==> config.mk <==
export PLATFORM = sky130hd
export DESIGN_NAME = tensor_permute_4d_address_gen_core
export DESIGN_NICKNAME = d
export VERILOG_FILES = /design/src/hdl/tp4ag_pkg.sv /design/src/hdl/tensor_permute_4d_address_gen_core.sv
export SDC_FILE = /design/constraint.sdc
export NUM_CORES = 2
export LEC_CHECK = 0
export ABC_AREA = 1
export BUFFER_PORTS_ARGS = -buffer_cell sky130_fd_sc_hd__buf_2
export CAP_MARGIN = 20
export CORE_ASPECT_RATIO = 0.8
export CORE_MARGIN = 3
export CORE_UTILIZATION = 59
export DETAILED_ROUTE_END_ITERATION = 10
export MAX_ROUTING_LAYER = met4
export PLACE_DENSITY = 0.79
export SYNTH_ARGS = -nofsm -noshare
export SYNTH_HDL_FRONTEND = slang
export SYNTH_SLANG_ARGS = --single-unit
==> constraint.sdc <==
create_clock -name clock -period 6.2 [get_ports clock]
set_input_delay 0.31 -clock clock [delete_from_list [all_inputs] [get_ports clock]]
set_output_delay 0.31 -clock clock [all_outputs]
set_load 0.05 [all_outputs]
==> src/hdl/tp4ag_pkg.sv <==
// Shared types and constants for the 4-axis tensor permute address generator.
// Holds field widths, register map codes and reset values; depends on nothing.
package tp4ag_pkg;

   localparam int NUM_AXES   = 4;
   localparam int ADDR_W     = 20;  // destination address width
   localparam int VALUE_W    = 32;  // element word width
   localparam int EXT_W      = 11;  // extent register width
   localparam int ORDER_W    = 8;   // four 2-bit axis selects
   localparam int AXIS_SEL_W = 2;
   localparam int CSR_ADDR_W = 5;
   localparam int CSR_DATA_W = 32;
   localparam int REG_IDX_W  = 3;

   localparam logic [EXT_W-1:0]   SIZE_RESET  = EXT_W'(1);
   localparam logic [ORDER_W-1:0] ORDER_RESET = ORDER_W'(228);  // identity order

   typedef enum logic [REG_IDX_W-1:0] {
      REG_SIZE_AXIS0 = 3'd0,
      REG_SIZE_AXIS1 = 3'd1,
      REG_SIZE_AXIS2 = 3'd2,
      REG_SIZE_AXIS3 = 3'd3,
      REG_AXIS_ORDER = 3'd4
   } csr_reg_type;

   typedef logic [EXT_W-1:0]      extent_type;
   typedef logic [ADDR_W-1:0]     addr_type;
   typedef logic [AXIS_SEL_W-1:0] axis_sel_type;

   // Multiply-accumulate step of the row-major address, kept modulo 2^ADDR_W.
   function automatic addr_type horner_step(input addr_type acc, input extent_type dim,
                                            input addr_type idx);
      logic [ADDR_W+EXT_W-1:0] prod;
      prod = (ADDR_W+EXT_W)'(acc) * (ADDR_W+EXT_W)'(dim);
      return prod[ADDR_W-1:0] + idx;
   endfunction

   // Field k of the axis order word.
   function automatic axis_sel_type order_field(input logic [ORDER_W-1:0] order,
                                                input logic [AXIS_SEL_W-1:0] k);
      return order[2*k +: AXIS_SEL_W];
   endfunction

endpackage

==> src/hdl/tensor_permute_4d_address_gen_core.sv <==
// A word accepted passes through three registers (accept stage, second address stage,
//   result register) before it shows on the rsp_ side.
// Throughput: one word per cycle while rsp_stall is low; the address is a three-step
//   multiply-add chain, one multiplier per stage, and the counters step once per accepted word.
// Reset (synchronous, active high): extents return to 1, axis order to identity, source
//   counters to zero, pipeline empties. Size writes reach the shape check through p01 and p012.
module tensor_permute_4d_address_gen_core #(
   parameter int MAX_EXTENT   = 1024,
   parameter int MAX_ELEMENTS = 1048576
) (
   input  logic                                clock,
   input  logic                                reset,
   // element input channel
   input  logic                                req_valid,
   output logic                                req_stall,
   input  logic [tp4ag_pkg::VALUE_W-1:0]       req_elem_value,
   // result channel
   output logic                                rsp_valid,
   input  logic                                rsp_stall,
   output logic [tp4ag_pkg::ADDR_W-1:0]        rsp_dest_address,
   output logic [tp4ag_pkg::VALUE_W-1:0]       rsp_out_value,
   output logic                                rsp_last_element,
   output logic                                rsp_shape_error,
   // register port
   input  logic                                csr_psel,
   input  logic                                csr_penable,
   input  logic                                csr_pwrite,
   input  logic [tp4ag_pkg::CSR_ADDR_W-1:0]    csr_paddr,
   input  logic [tp4ag_pkg::CSR_DATA_W-1:0]    csr_pwdata,
   output logic [tp4ag_pkg::CSR_DATA_W-1:0]    csr_prdata,
   output logic                                csr_pready
);
   import tp4ag_pkg::*;

   // Counter width covers 0..MAX_EXTENT-1; compares run one bit wider than either side.
   localparam int IDX_W = (MAX_EXTENT > 2) ? $clog2(MAX_EXTENT) : 1;
   localparam int CMP_W = ((IDX_W > EXT_W) ? IDX_W : EXT_W) + 1;
   // Element-count check saturates at MAX_ELEMENTS+1 so it never needs the full 44 bits.
   localparam int CNT_W = $clog2(MAX_ELEMENTS + 2);
   localparam int OPW   = (CNT_W > EXT_W) ? CNT_W : EXT_W;
   localparam int PW    = OPW + EXT_W;
   localparam logic [31:0]   MAX_EXT_U = 32'(MAX_EXTENT);
   localparam logic [PW-1:0] MAX_ELEM  = PW'(MAX_ELEMENTS);
   localparam logic [OPW-1:0] CNT_SAT  = OPW'(MAX_ELEMENTS + 1);

   typedef logic [IDX_W-1:0] idx_type;

   // ------------------------------------------------------------------------
   // Configuration registers
   // ------------------------------------------------------------------------
   extent_type           size_ff [NUM_AXES];
   logic [ORDER_W-1:0]   order_ff;
   logic                 csr_write;
   csr_reg_type          csr_sel;

   assign csr_write  = csr_psel && csr_penable && csr_pwrite;
   assign csr_sel    = csr_reg_type'(csr_paddr[REG_IDX_W+1:2]);
   assign csr_pready = 1'b1;

   always_ff @(posedge clock) begin
      if (reset) begin
         for (int k = 0; k < NUM_AXES; k++) size_ff[k] <= SIZE_RESET;
         order_ff <= ORDER_RESET;
      end else if (csr_write) begin
         unique case (csr_sel)
            REG_SIZE_AXIS0: size_ff[0] <= csr_pwdata[EXT_W-1:0];
            REG_SIZE_AXIS1: size_ff[1] <= csr_pwdata[EXT_W-1:0];
            REG_SIZE_AXIS2: size_ff[2] <= csr_pwdata[EXT_W-1:0];
            REG_SIZE_AXIS3: size_ff[3] <= csr_pwdata[EXT_W-1:0];
            REG_AXIS_ORDER: order_ff   <= csr_pwdata[ORDER_W-1:0];
            default: ;  // drop writes past the register map
         endcase
      end
   end

   always_comb begin
      unique case (csr_sel)
         REG_SIZE_AXIS0: csr_prdata = CSR_DATA_W'(size_ff[0]);
         REG_SIZE_AXIS1: csr_prdata = CSR_DATA_W'(size_ff[1]);
         REG_SIZE_AXIS2: csr_prdata = CSR_DATA_W'(size_ff[2]);
         REG_SIZE_AXIS3: csr_prdata = CSR_DATA_W'(size_ff[3]);
         REG_AXIS_ORDER: csr_prdata = CSR_DATA_W'(order_ff);
         default:        csr_prdata = '0;
      endcase
   end

   // ------------------------------------------------------------------------
   // Extents: clamp each to 1..MAX_EXTENT for counting and for the
   // destination dimensions.
   // ------------------------------------------------------------------------
   function automatic extent_type clamp_extent(input extent_type e);
      if (e == '0) return EXT_W'(1);
      else if (32'(e) > MAX_EXT_U) return EXT_W'(MAX_EXTENT);
      else return e;
   endfunction

   extent_type ext_c [NUM_AXES];  // clamped source extents
   extent_type dim   [NUM_AXES];  // clamped destination extents
   axis_sel_type ord [NUM_AXES];

   always_comb begin
      for (int k = 0; k < NUM_AXES; k++) begin
         ext_c[k] = clamp_extent(size_ff[k]);
         ord[k]   = order_field(order_ff, AXIS_SEL_W'(k));
      end
      for (int k = 0; k < NUM_AXES; k++) dim[k] = ext_c[ord[k]];
   end

   // ------------------------------------------------------------------------
   // Shape check. The element count runs through two saturating product
   // registers; the last multiply and compare feed the result register.
   // ------------------------------------------------------------------------
   function automatic logic [OPW-1:0] sat_count(input logic [PW-1:0] p);
      if (p > MAX_ELEM) return CNT_SAT;
      else return p[OPW-1:0];
   endfunction

   logic [OPW-1:0] p01_ff,  p01_in;
   logic [OPW-1:0] p012_ff, p012_in;
   logic [PW-1:0]  p_all;
   logic           count_over;
   logic           size_bad;
   logic           order_bad;
   logic [NUM_AXES-1:0] seen;
   logic           shape_err;

   always_comb begin
      p01_in     = sat_count(PW'(size_ff[0]) * PW'(size_ff[1]));
      p012_in    = sat_count(PW'(p01_ff) * PW'(size_ff[2]));
      p_all      = PW'(p012_ff) * PW'(size_ff[3]);
      count_over = p_all > MAX_ELEM;
      size_bad   = 1'b0;
      seen       = '0;
      for (int k = 0; k < NUM_AXES; k++) begin
         size_bad      = size_bad || (size_ff[k] == '0) || (32'(size_ff[k]) > MAX_EXT_U);
         seen[ord[k]]  = 1'b1;
      end
      order_bad = ~&seen;
      shape_err = size_bad || order_bad || count_over;
   end

   always_ff @(posedge clock) begin
      if (reset) begin
         p01_ff  <= OPW'(1);
         p012_ff <= OPW'(1);
      end else begin
         p01_ff  <= p01_in;
         p012_ff <= p012_in;
      end
   end

   // ------------------------------------------------------------------------
   // Handshake: each stage loads when it is empty or its contents move on.
   // ------------------------------------------------------------------------
   logic s1_valid_ff, s2_valid_ff, rsp_valid_ff;
   logic rsp_load, s2_free, s1_free, req_accept;

   assign rsp_load   = !rsp_valid_ff || !rsp_stall;
   assign s2_free    = !s2_valid_ff || rsp_load;
   assign s1_free    = !s1_valid_ff || s2_free;
   assign req_stall  = !s1_free;
   assign req_accept = req_valid && s1_free;

   always_ff @(posedge clock) begin
      if (reset) begin
         s1_valid_ff  <= 1'b0;
         s2_valid_ff  <= 1'b0;
         rsp_valid_ff <= 1'b0;
      end else begin
         if (s1_free)  s1_valid_ff  <= req_valid;
         if (s2_free)  s2_valid_ff  <= s1_valid_ff;
         if (rsp_load) rsp_valid_ff <= s2_valid_ff;
      end
   end

   // ------------------------------------------------------------------------
   // Source position counters: axis 3 fastest, carry outward. A counter at or
   // past its extent (after an extent change) wraps on its next step.
   // ------------------------------------------------------------------------
   idx_type idx_ff [NUM_AXES];
   idx_type idx_in [NUM_AXES];
   logic [NUM_AXES-1:0] wrap;
   logic last_now;

   always_comb begin
      logic carry;
      carry = 1'b1;
      for (int k = NUM_AXES - 1; k >= 0; k--) begin
         wrap[k]   = (CMP_W'(idx_ff[k]) + CMP_W'(1)) >= CMP_W'(ext_c[k]);
         idx_in[k] = idx_ff[k];
         if (carry) idx_in[k] = wrap[k] ? '0 : idx_ff[k] + IDX_W'(1);
         carry = carry && wrap[k];
      end
      last_now = &wrap;
   end

   always_ff @(posedge clock) begin
      if (reset) begin
         for (int k = 0; k < NUM_AXES; k++) idx_ff[k] <= '0;
      end else if (req_accept) begin
         for (int k = 0; k < NUM_AXES; k++) idx_ff[k] <= idx_in[k];
      end
   end

   // ------------------------------------------------------------------------
   // Address: ((j0*d1 + j1)*d2 + j2)*d3 + j3, where jk is the source index
   // named by order field k. One multiply-add per stage.
   // ------------------------------------------------------------------------
   addr_type perm_idx [NUM_AXES];

   always_comb begin
      for (int k = 0; k < NUM_AXES; k++) perm_idx[k] = ADDR_W'(idx_ff[ord[k]]);
   end

   // stage 1
   addr_type               s1_acc_ff, s1_acc_in;
   addr_type               s1_j2_ff, s1_j3_ff;
   logic [VALUE_W-1:0]     s1_value_ff;
   logic                   s1_last_ff;

   assign s1_acc_in = horner_step(perm_idx[0], dim[1], perm_idx[1]);

   always_ff @(posedge clock) begin
      if (req_accept) begin
         s1_acc_ff   <= s1_acc_in;
         s1_j2_ff    <= perm_idx[2];
         s1_j3_ff    <= perm_idx[3];
         s1_value_ff <= req_elem_value;
         s1_last_ff  <= last_now;
      end
   end

   // stage 2
   addr_type               s2_acc_ff, s2_acc_in;
   addr_type               s2_j3_ff;
   logic [VALUE_W-1:0]     s2_value_ff;
   logic                   s2_last_ff;

   assign s2_acc_in = horner_step(s1_acc_ff, dim[2], s1_j2_ff);

   always_ff @(posedge clock) begin
      if (s2_free && s1_valid_ff) begin
         s2_acc_ff   <= s2_acc_in;
         s2_j3_ff    <= s1_j3_ff;
         s2_value_ff <= s1_value_ff;
         s2_last_ff  <= s1_last_ff;
      end
   end

   // result register; a bad shape forces the address to zero
   addr_type               rsp_addr_ff, rsp_addr_in;
   logic [VALUE_W-1:0]     rsp_value_ff;
   logic                   rsp_last_ff;
   logic                   rsp_err_ff;

   assign rsp_addr_in = shape_err ? '0 : horner_step(s2_acc_ff, dim[3], s2_j3_ff);

   always_ff @(posedge clock) begin
      if (rsp_load && s2_valid_ff) begin
         rsp_addr_ff  <= rsp_addr_in;
         rsp_value_ff <= s2_value_ff;
         rsp_last_ff  <= s2_last_ff;
         rsp_err_ff   <= shape_err;
      end
   end

   assign rsp_valid        = rsp_valid_ff;
   assign rsp_dest_address = rsp_addr_ff;
   assign rsp_out_value    = rsp_value_ff;
   assign rsp_last_element = rsp_last_ff;
   assign rsp_shape_error  = rsp_err_ff;

   // ------------------------------------------------------------------------
   // Checks
   // ------------------------------------------------------------------------
   // The pipeline empties on reset.
   a_reset_empty: assert property (@(posedge clock)
      reset |=> (!s1_valid_ff && !s2_valid_ff && !rsp_valid_ff))
      else $error("pipeline not empty after reset");

   // Input stalls only when every stage is full and the result side holds.
   a_stall_full: assert property (@(posedge clock) disable iff (reset)
      req_stall |-> (s1_valid_ff && s2_valid_ff && rsp_valid_ff && rsp_stall))
      else $error("input stalled with room in the pipeline");

   // The word that closes a tensor restarts every counter at zero.
   a_last_restart: assert property (@(posedge clock) disable iff (reset)
      (req_accept && last_now) |=>
         (idx_ff[0] == '0 && idx_ff[1] == '0 && idx_ff[2] == '0 && idx_ff[3] == '0))
      else $error("counters did not restart after last element");

   // A flagged shape never carries an address.
   a_err_addr: assert property (@(posedge clock) disable iff (reset)
      (rsp_valid_ff && rsp_err_ff) |-> (rsp_addr_ff == '0))
      else $error("nonzero address with shape error");

endmodule
* After elaboration in Yosys (flattened, before gate mapping)
Memories as Yosys holds them, arrays and structs flattened. A register that Yosys moved wholly into a read port is not among the register bits.
Cells that the tools add are included.
** Cells by class
- $add $sub $neg :: 11
- $mul :: 6
- $lt $le $gt $ge :: 22
- Eq/ne operators :: 4
- Muxes and demuxes :: 68
- Bitwise gates (word level) :: 14
- Reductions and logical operators :: 39
** Operators by type and width (count)
- 11-bit two-way mux :: 18
- 10-bit two-way mux :: 11
- 11-bit binary-select mux with 2-bit select :: 3
- 32-bit by 21-bit greater-than comparator with 1-bit output, second input constant :: 2
- 21-bit by 11-bit multiplier with 32-bit output :: 2
- 20-bit by 10-bit adder with 20-bit output :: 3
- 11-bit one-hot mux with 5 select lines :: 1
- 10-bit by 1-bit adder with 11-bit output, second input constant :: 4
- 11-bit >= comparator :: 4
- 11-bit greater-than comparator, second input constant :: 4
- 11-bit logical NOT :: 4
- 21-bit two-way mux :: 2
- 10-bit by 1-bit adder with 10-bit output, second input constant :: 4
- 20-bit by 11-bit multiplier with 20-bit output :: 2
- 1-bit two-way mux :: 25
- 22-bit by 21-bit greater-than comparator with 1-bit output, second input constant :: 1
- 11-bit by 11-bit multiplier with 22-bit output :: 1
- 10-bit by 11-bit multiplier with 20-bit output :: 1
- 1-bit logical OR :: 12
- 2-bit by 3-bit < comparator with 1-bit output, second input constant :: 4
- 4-bit OR :: 3
- 1-bit logical AND :: 11
- 3-bit >= comparator, second input constant :: 3
- 2-bit NOT with 3-bit output :: 3
- 12 further kinds :: 36
** Storage, ports and cells
- Flip-flop bits (word level) :: 223
- Memory bits (writable) :: 84
- Bits of input ports :: 76
- Output and inout bits :: 89
- Word-level logic and storage cells :: 185
- Memories :: 2
** Memories
- size_ff :: words 4, width 11, read ports 4, clocked after Yosys merged registers in 0, write ports 4, RTL line tensor_permute_4d_address_gen_core.sv:51 : extent_type size_ff [NUM_AXES];
- idx_ff :: words 4, width 10, read ports 8, clocked after Yosys merged registers in 4, write ports 4, RTL line tensor_permute_4d_address_gen_core.sv:180 : idx_type idx_ff [NUM_AXES];

* Depth between registers and ports, before layout
- Word-level depth :: 11
- Mapped depth :: 38
- Gate-level depth less buffers :: 36

* Worst setup path before layout
No wires, ideal clock.
- Path type :: register -> register
- Start point :: memory size_ff[3][5] in the netlist's numbering
- End point :: register s2_acc_ff[19], data pin
- Library setup time :: 252 ps
- Data arrival time :: 6099 ps
- Data required time :: 5948 ps
- Path slack :: -151 ps
- Cell stages (with the launch flop) :: 35
- Buffers on the path :: 1
- Clock period less this slack :: 6351 ps
- Path through :: edfxtp_1 nor2_1 nand3_1 o21ai_4 nand2_1 a22o_1 inv_1 nand2_1 inv_1 clkbuf_1 nand2_1 fa_1 inv_1 ha_1 fa_1 inv_1 fa_1 fa_1 inv_1 ha_1 nand2_1 o21ai_0 a21oi_1 o21ai_0 a31oi_1 o21ai_0 nand2_1 inv_1 nand2_1 nor2_1 nor2_1 o21ai_0 inv_1 nand3_1 nand2_1
** RTL lines
- start: declaration :: RTL line tensor_permute_4d_address_gen_core.sv:51
- end signal: assignment :: RTL line tensor_permute_4d_address_gen_core.sv:243 : s2_acc_ff <= s2_acc_in;
- end: declaration :: RTL line tensor_permute_4d_address_gen_core.sv:234 : addr_type s2_acc_ff, s2_acc_in;

==> flow_summary.rst <==
.. list-table::
   :header-rows: 1

   * - Metric
     - Value
   * - Yosys warning total
     - 0
   * - Met1 Usage GRT
     - between 40% and 50%
   * - Maximum vdd drop
     - 0.000667 V
   * - Initial standard-cell utilization of the core
     - around three fifths
   * - Proportion of layout cells with a drive suffix above 1
     - between 10% and 20%
   * - Worst slack at placement
     - -0.249 ns
   * - Main combinational cell family by area after synthesis
     - adder cells
   * - FILL cells
     - 6190
   * - RePlAce Congestion
     - approximately 1.1
   * - Area share of xor/xnor cells in the synthesized design
     - 2.55%
   * - Static Leak
     - 29.5 nW
   * - Total global-route track usage
     - between 30% and 40%
   * - Total CTS buffers
     - 37
   * - Initial drt markers
     - 4118
   * - FMAX
     - 0.156 GHz
   * - Cell variety after synth
     - between 50 and 60
   * - Highest-delay cell along the critical path
     - sky130_fd_sc_hd__fa_1
   * - Worst flop-to-flop path endpoint
     - s1_acc_ff[17]
   * - Clock sink count
     - about 330
   * - CP Data Required Time
     - 6.51 ns
   * - Critical path's largest stage delay
     - approximately 0.55 ns
   * - Primary flip-flop cell chosen by synthesis mapping
     - sky130_fd_sc_hd__edfxtp_1
   * - Largest fanout on the critical path
     - 4
   * - Vias in the first global route
     - roughly 40000
   * - Avg Synthesized Cell Area
     - 8.15 um^2
   * - Post-route DRC
     - 0
   * - Most frequent cell on the critical path
     - sky130_fd_sc_hd__fa_1
   * - Antenna violations before repair
     - 2
   * - Number of instances in the synthesized netlist
     - 5891
   * - Number of synthesized flops with an enable pin
     - 274
   * - Wire length of the first global-routing pass
     - 214 mm
   * - Via Count
     - 40600
   * - Violated checks
     - negative setup slack
   * - Cell area reported after detailed placement
     - 51900 um^2
   * - Crit end category
     - flip-flop
   * - Top cells by area, synth
     - sky130_fd_sc_hd__fa_1 31%, sky130_fd_sc_hd__edfxtp_1 17%, sky130_fd_sc_hd__inv_1 12%
   * - Insertion delay to the later sink of the worst-skew pair
     - 0.60 ns
   * - Clock transition time at the flip-flop clock pins of the worst setup and hold paths
     - 0.06 ns
   * - Post-synthesis compound-gate area fraction
     - 5.83%
   * - Share of flip-flops with an asynchronous set or reset
     - 0%
   * - Most utilized layer in the global route result
     - met2
   * - Setup slack of the worst register-to-register path
     - -0.21 ns
   * - Die area
     - 84900 um^2
   * - Mux share of post-synthesis cell area
     - 0%
   * - CTS H-tree depth
     - 2
   * - Total count of max-transition violations in the final report
     - 0
   * - Global route total overflow
     - 0
   * - Share of the synthesized area in the top cell type
     - between 30 and 40%
   * - Count of endpoints failing hold in the final timing report
     - 0
   * - Iteration count of the initial detailed-routing pass
     - 6
   * - Final-layout worst hold slack
     - 0.0265 ns
   * - Type of the tightest min-delay check
     - in -> reg
   * - Critical path class
     - reg -> reg
   * - Post-synthesis sequential element count
     - 331
   * - HPWL after detailed placement
     - 111 mm
   * - Crit Reg-Reg Startpoint
     - size_ff[3][5]
   * - Average wire per cell in the routed design
     - about 19 um
   * - Setup Total Neg Slack
     - -0.314 ns
   * - Library cell occupying the most area in the post-synthesis netlist
     - sky130_fd_sc_hd__fa_1
   * - Total of max-cap violations
     - 0
   * - Final setup violating endpoints
     - 4
   * - Port buffer count
     - roughly 120
   * - Cell area after synthesis
     - 48000 um^2
   * - Power density over cell area
     - about 500 nW/um^2
   * - Final Net Count
     - 7527
   * - Unrepaired setup endpoints after global routing
     - yes
   * - Post-route cell area
     - 55200 um^2
   * - Fin worst setup slack
     - -0.213 ns
   * - Adder and majority gate portion of the synthesized area
     - 41.2%
   * - Floorplan die width
     - 325 um
   * - Most repeated cell in the gate-level netlist after synthesis
     - sky130_fd_sc_hd__inv_1
   * - CTS root buffer
     - sky130_fd_sc_hd__clkbuf_16
   * - CTS tree
     - done
   * - Number of rows in the core area
     - 92
   * - Final critical-path share of the clock period
     - 103%
   * - Arr. time, crit path
     - about 6.7 ns
   * - Die span in y
     - 261 um
   * - Final worst path period need
     - 6.41 ns
   * - Clock Path Buffers
     - 3
   * - Global routing met2 resource utilization
     - 48.0%
   * - Headroom to the max-slew limit
     - 20.2%
   * - CP Launch Type
     - flip-flop
   * - Average via count per standard cell
     - 5.47
   * - Routed Antenna Nets
     - 0
   * - Largest net degree at the start of global routing
     - 64
   * - Worst Reg2Reg Path Length in Cells
     - 32
   * - Most common library cells after synthesis
     - 1521 x sky130_fd_sc_hd__inv_1, 1382 x sky130_fd_sc_hd__nand2_1, 739 x sky130_fd_sc_hd__fa_1, 470 x sky130_fd_sc_hd__nor2_1, 399 x sky130_fd_sc_hd__ha_1
   * - Hold Crit Start
     - csr_pwdata[5]
   * - Simple-gate portion of the synthesized area
     - 17.1%
   * - Final clock skew
     - 0.0403 ns
   * - Count of boundary I/O pins
     - 165
   * - Worst Max-Slew Pin Slew
     - 1.19 ns
   * - Run status
     - finished with violations
   * - Relative area change from synthesis to final layout
     - 15.0%
   * - Sequential fraction of the synthesis area
     - 19.5%
   * - Final total power
     - 27.5 mW
   * - Fraction of met3 tracks used by global routing
     - 9.94%
   * - Core Footprint
     - 79800 um^2
   * - Number of stages on the worst hold path
     - 3
   * - Detailed Route WL
     - 138 mm
   * - Hold-critical path endpoint
     - order_ff[5]
-- worst max-delay path by stage --
stage | to | start
2_1_floorplan | s2_acc_ff[19] | size_ff[3][5]
3_3_place_gp | rsp_dest_address[19] | size_ff[3][5]
3_5_place_dp | s1_acc_ff[18] | size_ff[2][5]
4_1_cts | s1_acc_ff[17] | size_ff[2][7]
5_1_grt | s1_acc_ff[17] | size_ff[3][5]
6_report | s1_acc_ff[17] | size_ff[3][5]
-- through the flow --
| stage | utilization, % | instances |
|---|---|---|
| 2_1_floorplan | - | 5911 |
| 5_1_grt | 69.2 | 7423 |
| 6_report | 69.2 | 7425 |
| 3_3_place_gp | 65.1 | 7263 |
| 3_5_place_dp | 65.1 | 7263 |
| 4_1_cts | 67.5 | 7371 |
-- sequential cells by signal (all words and copies together) (netlist names), named ones only --
name,count
s1_acc_ff,20
rsp_shape_error,1
s2_j3_ff,10
s1_last_ff,1
idx_ff,40
s1_valid_ff,1
s2_acc_ff,20
rsp_last_element,1
size_ff,44
s2_last_ff,1
p012_ff,21
order_ff,8
rsp_valid,1
s2_valid_ff,1
s1_j2_ff,10
p01_ff,21
s1_value_ff,32
s2_value_ff,32
s1_j3_ff,10
rsp_dest_address,20
rsp_out_value,32
-- cell usage in the layout (no fill, tap or decap), types with 9 or more instances in the layout --
master	count
sky130_fd_sc_hd__a21o_1	9
sky130_fd_sc_hd__a21oi_1	170
sky130_fd_sc_hd__a21oi_2	17
sky130_fd_sc_hd__a22oi_1	31
sky130_fd_sc_hd__a22oi_2	10
sky130_fd_sc_hd__a32oi_1	10
sky130_fd_sc_hd__buf_12	10
sky130_fd_sc_hd__buf_2	121
sky130_fd_sc_hd__buf_4	361
sky130_fd_sc_hd__buf_6	29
sky130_fd_sc_hd__clkbuf_16	39
sky130_fd_sc_hd__clkinv_1	22
sky130_fd_sc_hd__conb_1	22
sky130_fd_sc_hd__dfxtp_1	51
sky130_fd_sc_hd__dlygate4sd3_1	33
sky130_fd_sc_hd__edfxtp_1	274
sky130_fd_sc_hd__fa_1	733
sky130_fd_sc_hd__ha_1	380
sky130_fd_sc_hd__ha_4	18
sky130_fd_sc_hd__inv_1	1494
sky130_fd_sc_hd__inv_2	23
sky130_fd_sc_hd__nand2_1	1325
sky130_fd_sc_hd__nand2_2	48
sky130_fd_sc_hd__nand2_4	14
sky130_fd_sc_hd__nand3_1	84
sky130_fd_sc_hd__nand3_2	9
sky130_fd_sc_hd__nand4_1	41
sky130_fd_sc_hd__nor2_1	442
sky130_fd_sc_hd__nor2_2	25
sky130_fd_sc_hd__nor2_4	12
sky130_fd_sc_hd__nor3_1	39
sky130_fd_sc_hd__o21ai_0	94
sky130_fd_sc_hd__o21ai_1	11
sky130_fd_sc_hd__o21ai_2	16
sky130_fd_sc_hd__o21bai_1	9
sky130_fd_sc_hd__o221ai_1	20
sky130_fd_sc_hd__xnor2_1	37
sky130_fd_sc_hd__xor2_1	102
-- kinds of logic after synthesis --
kind of cell / after synthesis
AND/OR/NAND/NOR: 2074
buffers and inverters: 1740
adder cells (fa/ha/maj): 1138
AO/OA/AOI/OAI: 466
flip-flops: 331
XOR/XNOR: 140
other: 2
-- worst max-delay path, delay by kind of cell (launching register included) --
| family | cells | cell delay [ns] |
|---|---|---|
| fa+ha+maj | 6 | 2.76 |
| compound gates | 7 | 1.25 |
| simple gates | 10 | 0.91 |
| buf+inv | 8 | 0.65 |
| flops | 1 | 0.40 |
| xor+xnor | 1 | 0.14 |
-- layout make-up --
cell class | count | area, um^2 | area share, %
sequential | 331 | 9380 | 17.0
inverter | 1542 | 5810 | 10.5
antenna | 4 | 10.0 | 0.0181
timing repair buffer | 560 | 4280 | 7.76
clock buffer | 39 | 933 | 1.69
clock inverter | 27 | 347 | 0.628
multi-input combinational | 3841 | 33100 | 60.0
tap | 1081 | 1350 | 2.45
-- repair_timing --
action                                 4_1_cts  5_1_grt
setup buffers                               10       46
gates cloned                                 0        4
gates resized for setup                     67      257
endpoints found under the hold margin       33        0
hold buffers                                33        0
pin swaps                                   24       92
setup endpoints to repair                   20       78
-- power breakdown --
part           internal, mW  switching, mW
registers              2.99          0.505
logic                  8.78           12.8
clock network          1.36           1.01
total                  13.1           14.3
-- routing by layer --
metal  vias to the layer above  routed length, um
met4                         0               3840
met5                         -                  0
met3                       295              17800
met1                     19700              57100
met2                      2166              59800
li1                      18500                  -
Note: power is estimated with default switching activity, not from simulation.
